--- config.mk ---
export PLATFORM = sky130hd
export DESIGN_NAME = lru_page_fault_counter_top
export DESIGN_NICKNAME = d
export VERILOG_FILES = /design/src/hw/rtl/lpfc_pkg.sv /design/src/hw/rtl/lpfc_lookup.sv /design/src/hw/rtl/lpfc_store.sv /design/src/hw/rtl/lru_page_fault_counter_top.sv
export SDC_FILE = /design/constraint.sdc
export NUM_CORES = 1
export LEC_CHECK = 0
export BUFFER_PORTS_ARGS = -buffer_cell sky130_fd_sc_hd__buf_4
export CAP_MARGIN = 15
export CELL_PAD_IN_SITES_DETAIL_PLACEMENT = 0
export CELL_PAD_IN_SITES_GLOBAL_PLACEMENT = 1
export CORE_MARGIN = 8
export CORE_UTILIZATION = 30
export CTS_CLUSTER_DIAMETER = 50
export DETAILED_ROUTE_END_ITERATION = 16
export GPL_TIMING_DRIVEN = 0
export PLACE_DENSITY = 0.54
export SETUP_SLACK_MARGIN = 0.4
export SYNTH_ARGS = -nofsm -noshare
export SYNTH_HDL_FRONTEND = slang
export SYNTH_SLANG_ARGS = --single-unit
--- constraint.sdc ---
create_clock -name clk_i -period 9.9 [get_ports clk_i]
set_input_delay 0.495 -clock clk_i [delete_from_list [all_inputs] [get_ports clk_i]]
set_output_delay 0.495 -clock clk_i [all_outputs]
set_load 0.02 [all_outputs]
--- src/hw/rtl/lpfc_pkg.sv ---
// Shared types, sizes and helper functions of the LRU page fault counter.
`timescale 1ns / 1ps
package lpfc_pkg;

  // Built store size and page key width.
  localparam int ENTRIES   = 16;
  localparam int PAGE_BITS = 16;

  // Widths fixed by the item fields and the capacity register.
  localparam int PAGE_IN_W = 16;
  localparam int TALLY_W   = 16;
  localparam int CAP_W     = 5;

  localparam int IDX_W  = (ENTRIES > 1) ? $clog2(ENTRIES) : 1;
  localparam int RANK_W = IDX_W;
  localparam int CNT_W  = $clog2(ENTRIES + 1);

  localparam logic [CAP_W-1:0]   CAP_RESET = CAP_W'(16);
  localparam logic [TALLY_W-1:0] TALLY_MAX = '1;

  typedef logic [PAGE_BITS-1:0] page_t;
  typedef logic [IDX_W-1:0]     idx_t;
  typedef logic [RANK_W-1:0]    rank_t;
  typedef logic [CNT_W-1:0]     cnt_t;

  // Result of the associative search over all entries.
  typedef struct packed {
    logic hit;
    idx_t hit_idx;
    idx_t free_idx;
    idx_t victim_idx;
  } lookup_t;

  // Reduce an incoming page number to the stored key width.
  function automatic page_t page_key(logic [PAGE_IN_W-1:0] page);
    logic [PAGE_BITS+PAGE_IN_W-1:0] wide;
    wide = {{PAGE_BITS{1'b0}}, page};
    return wide[PAGE_BITS-1:0];
  endfunction

  // Clamp the programmed capacity into 1..ENTRIES.
  function automatic cnt_t eff_capacity(logic [CAP_W-1:0] cap);
    cnt_t res;
    if (cap == '0) begin
      res = cnt_t'(1);
    end else if (int'(cap) > ENTRIES) begin
      res = cnt_t'(ENTRIES);
    end else begin
      res = cnt_t'(cap);
    end
    return res;
  endfunction

endpackage

--- src/hw/rtl/lpfc_lookup.sv ---
// Parallel tag compare, free slot search and victim search over all entries.
`timescale 1ns / 1ps
module lpfc_lookup (
  input  lpfc_pkg::page_t [lpfc_pkg::ENTRIES-1:0] entry_page_i,
  input  logic            [lpfc_pkg::ENTRIES-1:0] entry_valid_i,
  input  lpfc_pkg::rank_t [lpfc_pkg::ENTRIES-1:0] entry_rank_i,
  input  lpfc_pkg::cnt_t                          occupied_i,
  input  lpfc_pkg::page_t                         key_i,
  output lpfc_pkg::lookup_t                       result_o
);

  lpfc_pkg::rank_t oldest_rank;

  // Valid ranks always form 0..occupied-1, so the oldest holds occupied-1.
  assign oldest_rank = lpfc_pkg::rank_t'(occupied_i - lpfc_pkg::cnt_t'(1));

  // Scanning downward lets the lowest matching index win each search.
  always_comb begin
    result_o = '0;
    for (int i = lpfc_pkg::ENTRIES - 1; i >= 0; i--) begin
      if (entry_valid_i[i] && entry_page_i[i] == key_i) begin
        result_o.hit     = 1'b1;
        result_o.hit_idx = lpfc_pkg::idx_t'(i);
      end
      if (!entry_valid_i[i]) begin
        result_o.free_idx = lpfc_pkg::idx_t'(i);
      end
      if (entry_valid_i[i] && entry_rank_i[i] == oldest_rank) begin
        result_o.victim_idx = lpfc_pkg::idx_t'(i);
      end
    end
  end

endmodule

--- src/hw/rtl/lpfc_store.sv ---
// Entry registers with recency ranks, updated once per processed reference.
`timescale 1ns / 1ps
module lpfc_store (
  input  logic                  clk_i,
  input  logic                  rst_ni,
  input  logic                  advance_i,
  input  lpfc_pkg::page_t       key_i,
  input  logic                  last_i,
  input  lpfc_pkg::cnt_t        capacity_i,
  output logic                  hit_o
);

  lpfc_pkg::page_t [lpfc_pkg::ENTRIES-1:0] page_q, page_d;
  logic            [lpfc_pkg::ENTRIES-1:0] valid_q, valid_d;
  lpfc_pkg::rank_t [lpfc_pkg::ENTRIES-1:0] rank_q, rank_d;
  lpfc_pkg::cnt_t                          occupied_q, occupied_d;

  lpfc_pkg::lookup_t lookup;
  logic              fill;
  lpfc_pkg::idx_t    slot;
  lpfc_pkg::rank_t   hit_rank;

  lpfc_lookup u_lookup (
    .entry_page_i  (page_q),
    .entry_valid_i (valid_q),
    .entry_rank_i  (rank_q),
    .occupied_i    (occupied_q),
    .key_i         (key_i),
    .result_o      (lookup)
  );

  assign hit_o    = lookup.hit;
  assign fill     = !lookup.hit && (occupied_q < capacity_i);
  assign slot     = lookup.hit ? lookup.hit_idx :
                    (fill ? lookup.free_idx : lookup.victim_idx);
  assign hit_rank = rank_q[lookup.hit_idx];

  always_comb begin
    page_d     = page_q;
    valid_d    = valid_q;
    rank_d     = rank_q;
    occupied_d = occupied_q;
    if (advance_i) begin
      for (int i = 0; i < lpfc_pkg::ENTRIES; i++) begin
        if (lpfc_pkg::idx_t'(i) == slot) begin
          rank_d[i] = '0;
          if (!lookup.hit) begin
            page_d[i]  = key_i;
            valid_d[i] = 1'b1;
          end
        end else if (valid_q[i] && (!lookup.hit || rank_q[i] < hit_rank)) begin
          rank_d[i] = rank_q[i] + lpfc_pkg::rank_t'(1);
        end
      end
      if (fill) begin
        occupied_d = occupied_q + lpfc_pkg::cnt_t'(1);
      end
      if (last_i) begin
        valid_d    = '0;
        rank_d     = '0;
        occupied_d = '0;
      end
    end
  end

  always_ff @(posedge clk_i or negedge rst_ni) begin
    if (!rst_ni) begin
      valid_q    <= '0;
      rank_q     <= '0;
      occupied_q <= '0;
    end else begin
      valid_q    <= valid_d;
      rank_q     <= rank_d;
      occupied_q <= occupied_d;
    end
  end

  always_ff @(posedge clk_i) begin
    page_q <= page_d;
  end

  a_occ_matches_valid: assert property (@(posedge clk_i) disable iff (!rst_ni)
    $countones(valid_q) == int'(occupied_q))
    else $error("occupancy count does not match valid entries");

  a_hit_keeps_occ: assert property (@(posedge clk_i) disable iff (!rst_ni)
    (advance_i && lookup.hit && !last_i) |=> $stable(occupied_q))
    else $error("hit changed occupancy");

  a_last_clears: assert property (@(posedge clk_i) disable iff (!rst_ni)
    (advance_i && last_i) |=> (valid_q == '0 && occupied_q == '0))
    else $error("store not cleared after sequence end");

  a_victim_valid: assert property (@(posedge clk_i) disable iff (!rst_ni)
    (advance_i && !lookup.hit && !fill) |-> valid_q[lookup.victim_idx])
    else $error("eviction picked an invalid entry");

endmodule

--- src/hw/rtl/lru_page_fault_counter_top.sv ---
// Top level of the LRU page fault counter: stream ports, item registers and fault tally.
`timescale 1ns / 1ps
// Each input item carries one page reference. The block models a fully
// associative page store of up to capacity entries under least-recently-used
// replacement. It returns one result item per reference, holding the fault
// flag and the running fault count of the current sequence, which saturates
// at its maximum. The item flagged with tlast ends a sequence: its result
// shows the final count and also carries tlast, after which all entries and
// the count are cleared. The block takes one item per clock cycle while the
// result side does not stall. Each item waits in the input register; its
// result is formed by the combinational parallel compare of all entries and
// the recency rank update, which sit between the input register and the
// result register. Capacity values of zero act as one and values above the
// built entry count act as that count. Capacity should be written only while
// no item is in flight.
module lru_page_fault_counter_top (
  input  logic        clk_i,
  input  logic        rst_ni,
  // Capacity register write port.
  input  logic        cfg_we_i,
  input  logic [4:0]  cfg_wdata_i,
  // Reference items in.
  input  logic        s_axis_tvalid,
  output logic        s_axis_tready,
  input  logic [15:0] s_axis_tdata,   // [15:0] page_number
  input  logic        s_axis_tlast,   // last_reference
  // Result items out.
  output logic        m_axis_tvalid,
  input  logic        m_axis_tready,
  output logic [23:0] m_axis_tdata,   // [0] fault, [16:1] fault_total, [23:17] zero
  output logic        m_axis_tlast    // sequence_end
);

  logic [lpfc_pkg::CAP_W-1:0] capacity_q;

  // Input register.
  logic                           in_valid_q, in_valid_d;
  logic [lpfc_pkg::PAGE_IN_W-1:0] in_page_q;
  logic                           in_last_q;

  // Result register.
  logic                         out_valid_q, out_valid_d;
  logic                         out_fault_q;
  logic [lpfc_pkg::TALLY_W-1:0] out_total_q;
  logic                         out_last_q;

  logic [lpfc_pkg::TALLY_W-1:0] tally_q, tally_d, tally_next;

  logic s_accept;
  logic advance;
  logic hit;

  // An item leaves the input register whenever the result register is free
  // or is being emptied in the same cycle, so the input side waits only
  // while a result item is held back by the result side.
  assign advance       = in_valid_q && (!out_valid_q || m_axis_tready);
  assign s_axis_tready = !in_valid_q || advance;
  assign s_accept      = s_axis_tvalid && s_axis_tready;

  lpfc_store u_store (
    .clk_i      (clk_i),
    .rst_ni     (rst_ni),
    .advance_i  (advance),
    .key_i      (lpfc_pkg::page_key(in_page_q)),
    .last_i     (in_last_q),
    .capacity_i (lpfc_pkg::eff_capacity(capacity_q)),
    .hit_o      (hit)
  );

  // The fault tally saturates, and the last item of a sequence resets it
  // once its own result has been formed.
  always_comb begin
    tally_next = tally_q;
    if (!hit && tally_q != lpfc_pkg::TALLY_MAX) begin
      tally_next = tally_q + lpfc_pkg::TALLY_W'(1);
    end
    tally_d = tally_q;
    if (advance) begin
      tally_d = in_last_q ? '0 : tally_next;
    end
  end

  always_comb begin
    in_valid_d = in_valid_q;
    if (s_accept) begin
      in_valid_d = 1'b1;
    end else if (advance) begin
      in_valid_d = 1'b0;
    end
    out_valid_d = out_valid_q;
    if (advance) begin
      out_valid_d = 1'b1;
    end else if (m_axis_tready) begin
      out_valid_d = 1'b0;
    end
  end

  always_ff @(posedge clk_i or negedge rst_ni) begin
    if (!rst_ni) begin
      capacity_q  <= lpfc_pkg::CAP_RESET;
      in_valid_q  <= 1'b0;
      out_valid_q <= 1'b0;
      tally_q     <= '0;
    end else begin
      if (cfg_we_i) begin
        capacity_q <= cfg_wdata_i;
      end
      in_valid_q  <= in_valid_d;
      out_valid_q <= out_valid_d;
      tally_q     <= tally_d;
    end
  end

  // Payload registers load only on their handshake events.
  always_ff @(posedge clk_i) begin
    if (s_accept) begin
      in_page_q <= s_axis_tdata;
      in_last_q <= s_axis_tlast;
    end
    if (advance) begin
      out_fault_q <= !hit;
      out_total_q <= tally_next;
      out_last_q  <= in_last_q;
    end
  end

  assign m_axis_tvalid = out_valid_q;
  assign m_axis_tdata  = {7'b0, out_total_q, out_fault_q};
  assign m_axis_tlast  = out_last_q;

  a_tally_cleared: assert property (@(posedge clk_i) disable iff (!rst_ni)
    (advance && in_last_q) |=> (tally_q == '0))
    else $error("fault tally not cleared after sequence end");

  a_fault_counts: assert property (@(posedge clk_i) disable iff (!rst_ni)
    (advance && !hit && !in_last_q && tally_q != lpfc_pkg::TALLY_MAX)
      |=> (tally_q == $past(tally_q) + lpfc_pkg::TALLY_W'(1)))
    else $error("fault not counted");

  a_hit_total: assert property (@(posedge clk_i) disable iff (!rst_ni)
    (advance && hit) |=> (!out_fault_q && out_total_q == $past(tally_q)))
    else $error("hit changed the reported total");

  a_no_overwrite: assert property (@(posedge clk_i) disable iff (!rst_ni)
    (out_valid_q && !m_axis_tready) |-> !advance)
    else $error("result register overwritten while stalled");

endmodule

==> results of run 1 <==
==> cell families (layout without fill, tap and decap cells) <==
group	Yosys count	count (layout)
DFF	399	399
AOI/OAI and AO/OA	340	340
adders and majority gates	71	71
and+or+nand+nor	686	686
xor gates and xnor gates	337	337
other	1	8
muxes	43	43
buffers and inverters	139	305
==> final timing paths <==
| path | endpoint | slack [ps] |
|---|---|---|
| hold / removal | in_page_q[13] | 60 |
| hold reg to reg | m_axis_tlast | 460 |
| min in group asynchronous | u_store.rank_q[14] | 400 |
| setup / recovery | u_store.rank_q[34] | 830 |
| setup reg to reg | u_store.rank_q[34] | 830 |
| max in group asynchronous | capacity_q[4] | 8750 |
==> report_power, final <==
group / leakage [nW] / total (mW) / internal (mW) / switching (mW)
Sequential: 4.09 / 2.12 / 1.95 / 0.177
Combinational: 4.69 / 1.27 / 0.494 / 0.776
Clock: 0.779 / 1.82 / 1.05 / 0.773
Total: 9.56 / 5.21 / 3.49 / 1.73
==> layer usage <==
layer | GRT usage, % | vias to the layer above | wire, um
li1 | - | 7851 | -
met1 | 24.3 | 8537 | 35700
met2 | 31.3 | 495 | 39000
met3 | 2.52 | 136 | 4010
met4 | 6.45 | 0 | 2910
met5 | 0 | - | 0
==> registers in the layout, summed over array words and instances (netlist names) <==
register            flops
u_store.page_q        256
u_store.rank_q         64
in_page_q              16
out_total_q            16
tally_q                16
u_store.valid_q        16
capacity_q              5
u_store.occupied_q      5
in_last_q               1
in_valid_q              1
m_axis_tlast            1
m_axis_tvalid           1
out_fault_q             1
==> synthesized netlist by cell type, types with 10 or more instances <==
master | count | area share (%)
a211o_1 | 11 | 0.42
a211oi_1 | 16 | 0.52
a21o_1 | 21 | 0.68
a21oi_1 | 56 | 1.2
a22o_1 | 12 | 0.46
and3_1 | 16 | 0.43
buf_2 | 19 | 0.41
buf_4 | 17 | 0.55
buf_6 | 16 | 0.78
clkbuf_1 | 32 | 0.52
dfrtp_1 | 107 | 12
edfxtp_1 | 291 | 38
ha_1 | 71 | 3.9
inv_1 | 50 | 0.82
mux2_2 | 12 | 0.59
mux2i_1 | 29 | 1.3
nand2_1 | 158 | 2.6
nand2b_1 | 20 | 0.54
nand3_1 | 82 | 1.8
nand4_1 | 88 | 2.4
nand4b_1 | 12 | 0.46
nor2_1 | 90 | 1.5
nor2b_1 | 15 | 0.41
nor3_1 | 58 | 1.3
nor3b_1 | 11 | 0.36
nor4_1 | 25 | 0.68
o211ai_1 | 32 | 1.0
o21a_1 | 26 | 0.85
o21ai_0 | 46 | 1.0
o22ai_1 | 10 | 0.27
o31ai_1 | 12 | 0.39
or2_2 | 10 | 0.27
or4_1 | 30 | 0.98
xnor2_1 | 210 | 8.0
xnor3_1 | 21 | 2.1
xor2_1 | 98 | 3.7
==> final cells by class <==
class,count,area (um2),area share [%]
Sequential cell,399,11400,43.0
Multi-Input combinational cell,1484,10900,40.9
Clock buffer,61,1340,5.01
Tap cell,1030,1290,4.84
Timing Repair Buffer,73,626,2.35
Buffer,88,541,2.03
Clock inverter,32,309,1.16
Inverter,51,191,0.719
Antenna cell,1,2.50,0.00939
==> critical path, stage by stage, from the launching register on <==
cell and delay [ps]:
edfxtp_1 1120, buf_6 300, buf_2 460, xnor2_1 200
nand4_1 120, nor4_1 700, nand2_1 140, a311oi_2 750
o31a_1 390, buf_1 670, buf_1 590, mux2i_1 310
nand2_1 80, nand3_1 100, nand3_1 90, nand2_1 790
ha_1 400, a21oi_1 160, o21a_1 150, nor2_1 50
a311o_1 390, or3_1 330, o21ai_2 300, o21ai_1 140
a32o_1 220
==> through the flow <==
step / hold slack [ps] / util [%] / cell area [um2] / setup slack, ps / total power [mW]
global route: 32.4 / 35.1 / 26600 / 432 / 5.45
floorplan: 199 / - / 23000 / 3850 / 2.95
global placement: 444 / 32.5 / 24700 / 625 / 3.38
finish: 57.5 / 35.1 / 26600 / 831 / 5.21
CTS: 27.1 / 34.9 / 26500 / 635 / 5.26
detailed placement: 452 / 32.8 / 24900 / 650 / 3.42
==> what timing repair did <==
item,in CTS,in global routing
hold endpoints to repair,41,0
buffers inserted,0,13
hold buffers,1,0
endpoints found under the setup margin,0,4
==> results.cfg, run 1 <==
[routing]
drtAntennaViolNets = 0
via_per_inst = 5.29
vias = 17000
wirelength_um = 81600
dr.pass1.iters = 5
drc = 0
wl_per_cell_um = 25.3
drt_iter0_markers = 1150

[setup_path]
arrival_ps = 9560
reg2regPathDepth = 24
r2r_start = in_page_q[11]
cp_data_required_time_ps = 10390
worst_setup_path_start_kind = register
crit_start = in_page_q[11]
cp_max_fo = 17
worstSetupPathType = register to register
end_kind = register

[layout]
nets = 2246
stdcell_count = 3219
mostFrequentLayoutCells = edfxtp_1 (291), xnor2_1 (210), nand2_1 (158), dfrtp_1 (107), xor2_1 (98)
final_common_cell = edfxtp_1
fill_cells = 7530
drive_above_1_share_pct = 13.1
syn_to_final_growth_pct = 15.7

[logic_synthesis]
ys_types = 103
synth_top_family_by_area = simple AND/OR/NAND/NOR gates
syn-instance-count = 2016
synth_edf_count = 291
synth_compound_area_share_pct = 10.6
ys_seq_area_share_pct = 49.7
syn_area_per_cell_um2 = 11.4
ys_warn_count = 0
synthArstFlopShare_pct = 27.1
synth_xor_area_share_pct = 14.4
synth_flop_cell = edfxtp_1
synth-simple-area-share_pct = 16.3
synth.cell_area_mm2 = 0.0230
synthMuxAreaShare_pct = 1.96
ys_ff_latch = 399
synth_adder_area_share_pct = 3.86

[floorplan]
start_util_pct = 30.3
die_width_um = 293
row_count = 101
core-area_mm2 = 0.0759
dieArea_mm2 = 0.0859
die-height_um = 293
pin_count = 54

[job]
drv_cap = 0

[sta]
final.period_utilization_pct = 91.6
max_freq_mhz = 110
setup_viol = 0
slew-limit-headroom_pct = 17.3
tightest_slew_ps = 1240
fin_setup_tns_ps = 0
hold_violations = 0
slew_viol_final = 0
rsz0062_at_grt = no
clock_skew_ps = 30.8
fin_crit_ps = 9070

[global_routing]
grt_pass1_wl_um = 117000
antenna_found_initial = 2
overflow = 0
first_global_vias = 16800
track_usage_pct = 18.6
grt_max_degree = 68

[clock_tree]
path_clk_slew_ps = 60
cts-resized-gates = 0
cts.sinks = 399
cts_tree = yes
cts_buffers = 51
cts-root-buf = clkbuf_16
cts_buffer_depth = 3
h-tree-depth = 2
insertion_delay_ps = 620

[place]
dpl.hpwl_um = 57100
gp_congestion = 0.901
dp_cells = 3110
numPortBuffers = 46

[hold_path]
hold_path_depth = 1
min_from = s_axis_tdata[13]
hp-class = input port to register

[power]
peakVddDrop_mv = 0.131
p_leak_nw = 9.56
cellPowerDensity_mw_per_mm2 = 196

[outcome]
status = completed
No activity file was read; power rests on OpenSTA's default activity.
==> inputs of run 2 (changes only) <==
--- a/config.mk
+++ b/config.mk
@@ -10,11 +10,11 @@
 export CELL_PAD_IN_SITES_DETAIL_PLACEMENT = 0
 export CELL_PAD_IN_SITES_GLOBAL_PLACEMENT = 1
 export CORE_MARGIN = 8
-export CORE_UTILIZATION = 30
+export CORE_UTILIZATION = 55
 export CTS_CLUSTER_DIAMETER = 50
 export DETAILED_ROUTE_END_ITERATION = 16
 export GPL_TIMING_DRIVEN = 0
-export PLACE_DENSITY = 0.54
+export PLACE_DENSITY = 0.87
 export SETUP_SLACK_MARGIN = 0.4
 export SYNTH_ARGS = -nofsm -noshare
 export SYNTH_HDL_FRONTEND = slang
==> results.cfg, run 2 (synthesized netlist as in run 1, its figures left out) <==
[outcome]
status = completed

[power]
fin_total_pwr_mw = 5.13
comb_power_share_pct = 24.0
peakVddDrop_mv = 0.170
sequentialPowerShare_pct = 41.4
netSwitchingFraction_pct = 31.9
clockPowerShare_pct = 34.6
cellPowerDensity_mw_per_mm2 = 198
p_sw_mw = 1.63
intPower_mw = 3.49
p_leak_nw = 9.51

[clock_tree]
insertion_delay_ps = 610
cts_buffer_depth = 3
cts_buffers = 47
cts-root-buf = clkbuf_16
cts_tree = yes
post_cts_buffers = 0
cts-resized-gates = 0
path_clk_slew_ps = 60
cts.sinks = 399
h-tree-depth = 2
holdBufCountCts = 1

[floorplan]
core-area_mm2 = 0.0417
row_count = 75
dieArea_mm2 = 0.0487
die_width_um = 221
pin_count = 54
die-height_um = 221
start_util_pct = 55.3

[layout]
largest_reg_flops = 256
nets = 2236
syn_to_final_growth_pct = 12.5
drive_above_1_share_pct = 12.0
multi_input_area_mm2 = 0.0109
fill_cells = 3363
largest-register = u_store.page_q
mostFrequentLayoutCells = edfxtp_1 (291), xnor2_1 (210), nand2_1 (158), dfrtp_1 (107), xor2_1 (98)
n_antenna_cell = 0
regArea_mm2 = 0.0114
top_regs = u_store.page_q x256, u_store.rank_q x64
final_common_cell = edfxtp_1

[sta]
max_freq_mhz = 109
slew_viol_final = 0
whs_ps = 68.8
clock_skew_ps = 39.6
fin_crit_ps = 9170
setup_viol = 0
hold_violations = 0
rsz0062_at_grt = no
fin_setup_tns_ps = 0
tightest_slew_ps = 1230
slew-limit-headroom_pct = 17.7
final.period_utilization_pct = 92.7

[setup_path]
worst_setup_path_start_kind = register
reg2regPathDepth = 24
r2r_slack_ps = 730
cp_max_fo = 17
arrival_ps = 9670
end_kind = register
r2r_start = in_page_q[2]
worstSetupPathType = register to register
reg2reg_to = u_store.rank_q[34]
cp_data_required_time_ps = 10400

[routing]
via_per_inst = 6.43
vias = 17500
dr.pass1.iters = 5
drc = 0
drt_iter0_markers = 1805
drtAntennaViolNets = 0
wl_per_cell_um = 26.3
wirelength_um = 71300

[hold_path]
min_from = s_axis_tdata[1]
hold_end = in_page_q[1]
hp-class = input port to register
hold_path_depth = 1

[global_routing]
overflow = 0
track_usage_pct = 29.5
antenna_found_initial = 0
grt_pass1_wl_um = 106000
first_global_vias = 17300
grt_max_degree = 74

[place]
gp_congestion = 0.972
numPortBuffers = 46
dpl.hpwl_um = 49200

[job]
drv_cap = 0
## run 2: power by group through the flow
stage	combinational (mW)	clock, mW	sequential, mW
CTS	1.21	1.80	2.12
global placement	1.16	0	2.15
detailed placement	1.20	0	2.15
finish	1.23	1.78	2.12
global route	1.33	1.86	2.14
floorplan	0.863	0	2.09
## run 2: how the worst max path moves through the flow
stage | start | end | cells after the start
6_report | in_page_q[2] | u_store.rank_q[34] | 24
2_1_floorplan | in_page_q[2] | u_store.rank_q[34] | 24
5_1_grt | in_page_q[2] | u_store.rank_q[35] | 24
3_5_place_dp | in_page_q[2] | u_store.rank_q[34] | 24
4_1_cts | in_page_q[2] | u_store.rank_q[34] | 24
3_3_place_gp | in_page_q[2] | u_store.rank_q[34] | 24
## run 2: worst max-delay path: stages (launching register included)
cell      delay (ps)
edfxtp_1        1030
buf_2            440
buf_2            580
xnor2_1          230
nand4_1          120
nor4_1           760
nand2_1          150
a311oi_2         660
o31a_1           360
buf_1            640
buf_1            630
mux2i_1          270
nand2_1          100
nand3_1          140
nand3_1           80
nand2_1          730
ha_1             390
a21oi_1          160
o21a_1           160
nor2_1            60
a311o_1          390
or3_1            330
o21ai_2          280
o21ai_1          120
a32o_1           210
## run 2: area by class of cell
| type | instances | share of cell area [%] |
|---|---|---|
| inverters | 51 | 0.739 |
| multi-input cells | 1484 | 42.0 |
| clock buffers | 62 | 5.00 |
| repair buffers | 67 | 2.17 |
| well taps | 539 | 2.60 |
| plain buffers | 88 | 2.08 |
| flip-flops and latches | 399 | 44.2 |
| clock inverters | 25 | 1.21 |
## run 2: per-layer routing
metal	GRT usage (%)	vias to the layer above	wire (um)
met2	49.1	821	34200
li1	-	7813	-
met1	36.4	8605	27400
met5	0	-	0
met4	16.6	0	4140
met3	4.88	219	5530
## run 2: through the flow
step                      util (%)  cells  setup WS [ps]  cell area (um2)
after detailed placement      58.2   2625            857            24300
after floorplan                  -   2022           3850            23000
after global routing          62.1   2715            434            25900
final                         62.1   2715            726            25900
after CTS                     62.1   2713            853            25900
after global placement        57.8   2607            951            24100
==> inputs of run 3 (changes only) <==
--- a/config.mk
+++ b/config.mk
@@ -14,7 +14,7 @@
 export CTS_CLUSTER_DIAMETER = 50
 export DETAILED_ROUTE_END_ITERATION = 16
 export GPL_TIMING_DRIVEN = 0
-export PLACE_DENSITY = 0.87
+export PLACE_DENSITY = 0.95
 export SETUP_SLACK_MARGIN = 0.4
 export SYNTH_ARGS = -nofsm -noshare
 export SYNTH_HDL_FRONTEND = slang
==> results.cfg, run 3 (synthesized netlist as in run 1, its figures left out) <==
[job]
drv_cap = 0

[clock_tree]
cts_buffers = 45
cts.sinks = 399
cts_buffer_depth = 3
cts-resized-gates = 0
cts-root-buf = clkbuf_16
insertion_delay_ps = 630
path_clk_slew_ps = 60
h-tree-depth = 2
post_cts_buffers = 0
cts_tree = yes

[setup_path]
worst_setup_path_start_kind = register
crit_start = in_page_q[2]
critPathMaxStageDelay_ps = 990
cp_data_required_time_ps = 10370
slowest_stage = edfxtp_1
r2r_start = in_page_q[2]
worstSetupPathType = register to register
path_cells = buf_2, buf_2, xnor2_1, nand4_1, nor4_1, nand2_1, a311oi_2, o31a_1, buf_1, buf_1, mux2i_1, nand2_1, nand3_1, nand3_1, nand2_1, ha_1, a21oi_1, o21a_1, nor2_1, a311o_1, or3_1, o21ai_2, o21ai_1, a32o_1
arrival_ps = 9620
cp_max_fo = 17
end_kind = register
cpMostUsedCell = nand2_1
r2r_slack_ps = 750

[sta]
max_freq_mhz = 109
rsz0062_at_grt = no
setup_viol = 0
fin_crit_ps = 9150
tightest_slew_ps = 1310
fin_setup_tns_ps = 0
clock_skew_ps = 52.8
slew-limit-headroom_pct = 12.2
slew_viol_final = 0
final.period_utilization_pct = 92.5
hold_violations = 0

[routing]
drt_iter0_markers = 1997
vias = 17800
wl_per_cell_um = 26.6
via_per_inst = 6.57
drtAntennaViolNets = 0
drc = 0
dr.pass1.iters = 7
wirelength_um = 72000

[global_routing]
grt_busiest_layer = met2
grt_max_degree = 63
use_met1_pct = 35.6
antenna_found_initial = 0
met3_usage_pct = 6.21
first_global_vias = 17800
use_met2_pct = 47.5
grt_pass1_wl_um = 106000
overflow = 0
track_usage_pct = 29.4

[layout]
largest-register = u_store.page_q
top_regs = u_store.page_q x256, u_store.rank_q x64
fin_util_pct = 61.6
mostFrequentLayoutCells = edfxtp_1 (291), xnor2_1 (210), nand2_1 (158), dfrtp_1 (107), xor2_1 (98)
syn_to_final_growth_pct = 11.6
final_common_cell = edfxtp_1
drive_above_1_share_pct = 11.5
largest_reg_flops = 256
nets = 2232

[floorplan]
pin_count = 54
die_width_um = 221
dieArea_mm2 = 0.0487
die-height_um = 221
start_util_pct = 55.3
core-area_mm2 = 0.0417
row_count = 75

[place]
numPortBuffers = 46
gp_congestion = 0.980
dpl.hpwl_um = 49100

[power]
cellPowerDensity_mw_per_mm2 = 195
fin_total_pwr_mw = 5.00
p_leak_nw = 9.42
peakVddDrop_mv = 0.155

[hold_path]
min_from = s_axis_tdata[13]
hp-class = input port to register

[outcome]
status = completed
run 3: cell count changes in the layout (fill, tap and decap cells not counted), sizes merged:
cell,before,now
bufinv,5,3
clkbuf,95,91
clkinv,14,16
inv,52,54
diode,0,1
buf,121,119
clkinvlp,5,2
run 3: final timing paths:
| path | to | cells after the start |
|---|---|---|
| worst max-delay path | u_store.rank_q[34] | 24 |
| worst min-delay path | in_page_q[13] | 1 |
| worst max register to register | u_store.rank_q[34] | 24 |
| worst min register to register | m_axis_tlast | 0 |
| max in group asynchronous | capacity_q[4] | 3 |
| min in group asynchronous | u_store.valid_q[1] | 2 |
run 3: area by class of cell:
class	instances	area [um2]
fill	3200	16000
sequential	399	11400
multi-input combinational	1484	10900
clock buffer	58	1190
tap	539	674
buffer	88	541
timing repair buffer	65	517
clock inverter	24	249
inverter	51	191
antenna	1	2.50
run 3: where the power goes:
| group | total, mW | switching, mW | leakage [nW] | internal (mW) |
|---|---|---|---|---|
| logic | 1.24 | 0.747 | 4.64 | 0.489 |
| clock network | 1.65 | 0.706 | 0.695 | 0.940 |
| registers | 2.12 | 0.176 | 4.09 | 1.95 |
| total | 5.00 | 1.63 | 9.42 | 3.37 |
run 3: through the flow:
| stage | cells | hold WS, ps | setup WS (ps) | instance area, um2 |
|---|---|---|---|---|
| floorplan | 2022 | 199 | 3850 | 23000 |
| global placement | 2607 | 435 | 1260 | 24100 |
| detailed placement | 2623 | 472 | 1100 | 24200 |
| CTS | 2706 | 42.2 | 1020 | 25700 |
| global route | 2708 | 32.7 | 576 | 25700 |
| finish | 2709 | 40.1 | 747 | 25700 |
run 3: critical path, delay by kind of cell (launching register included):
family          cells  cell delay (ps)
buf+inv             4             2260
xor+xnor            1              220
fa+ha+maj           1              390
flops               1              990
simple gates        9             2470
compound gates      8             2320
mux                 1              330
run 3: repair_timing:
item,in CTS,in global routing
endpoints found under the setup margin,0,0
hold endpoints to repair,46,0
hold buffers,1,0
run 3: routing by layer:
layer,vias to the layer above,wire [um]
met4,0,4850
met2,1053,33400
met5,-,0
li1,7790,-
met3,308,7130
met1,8655,26600
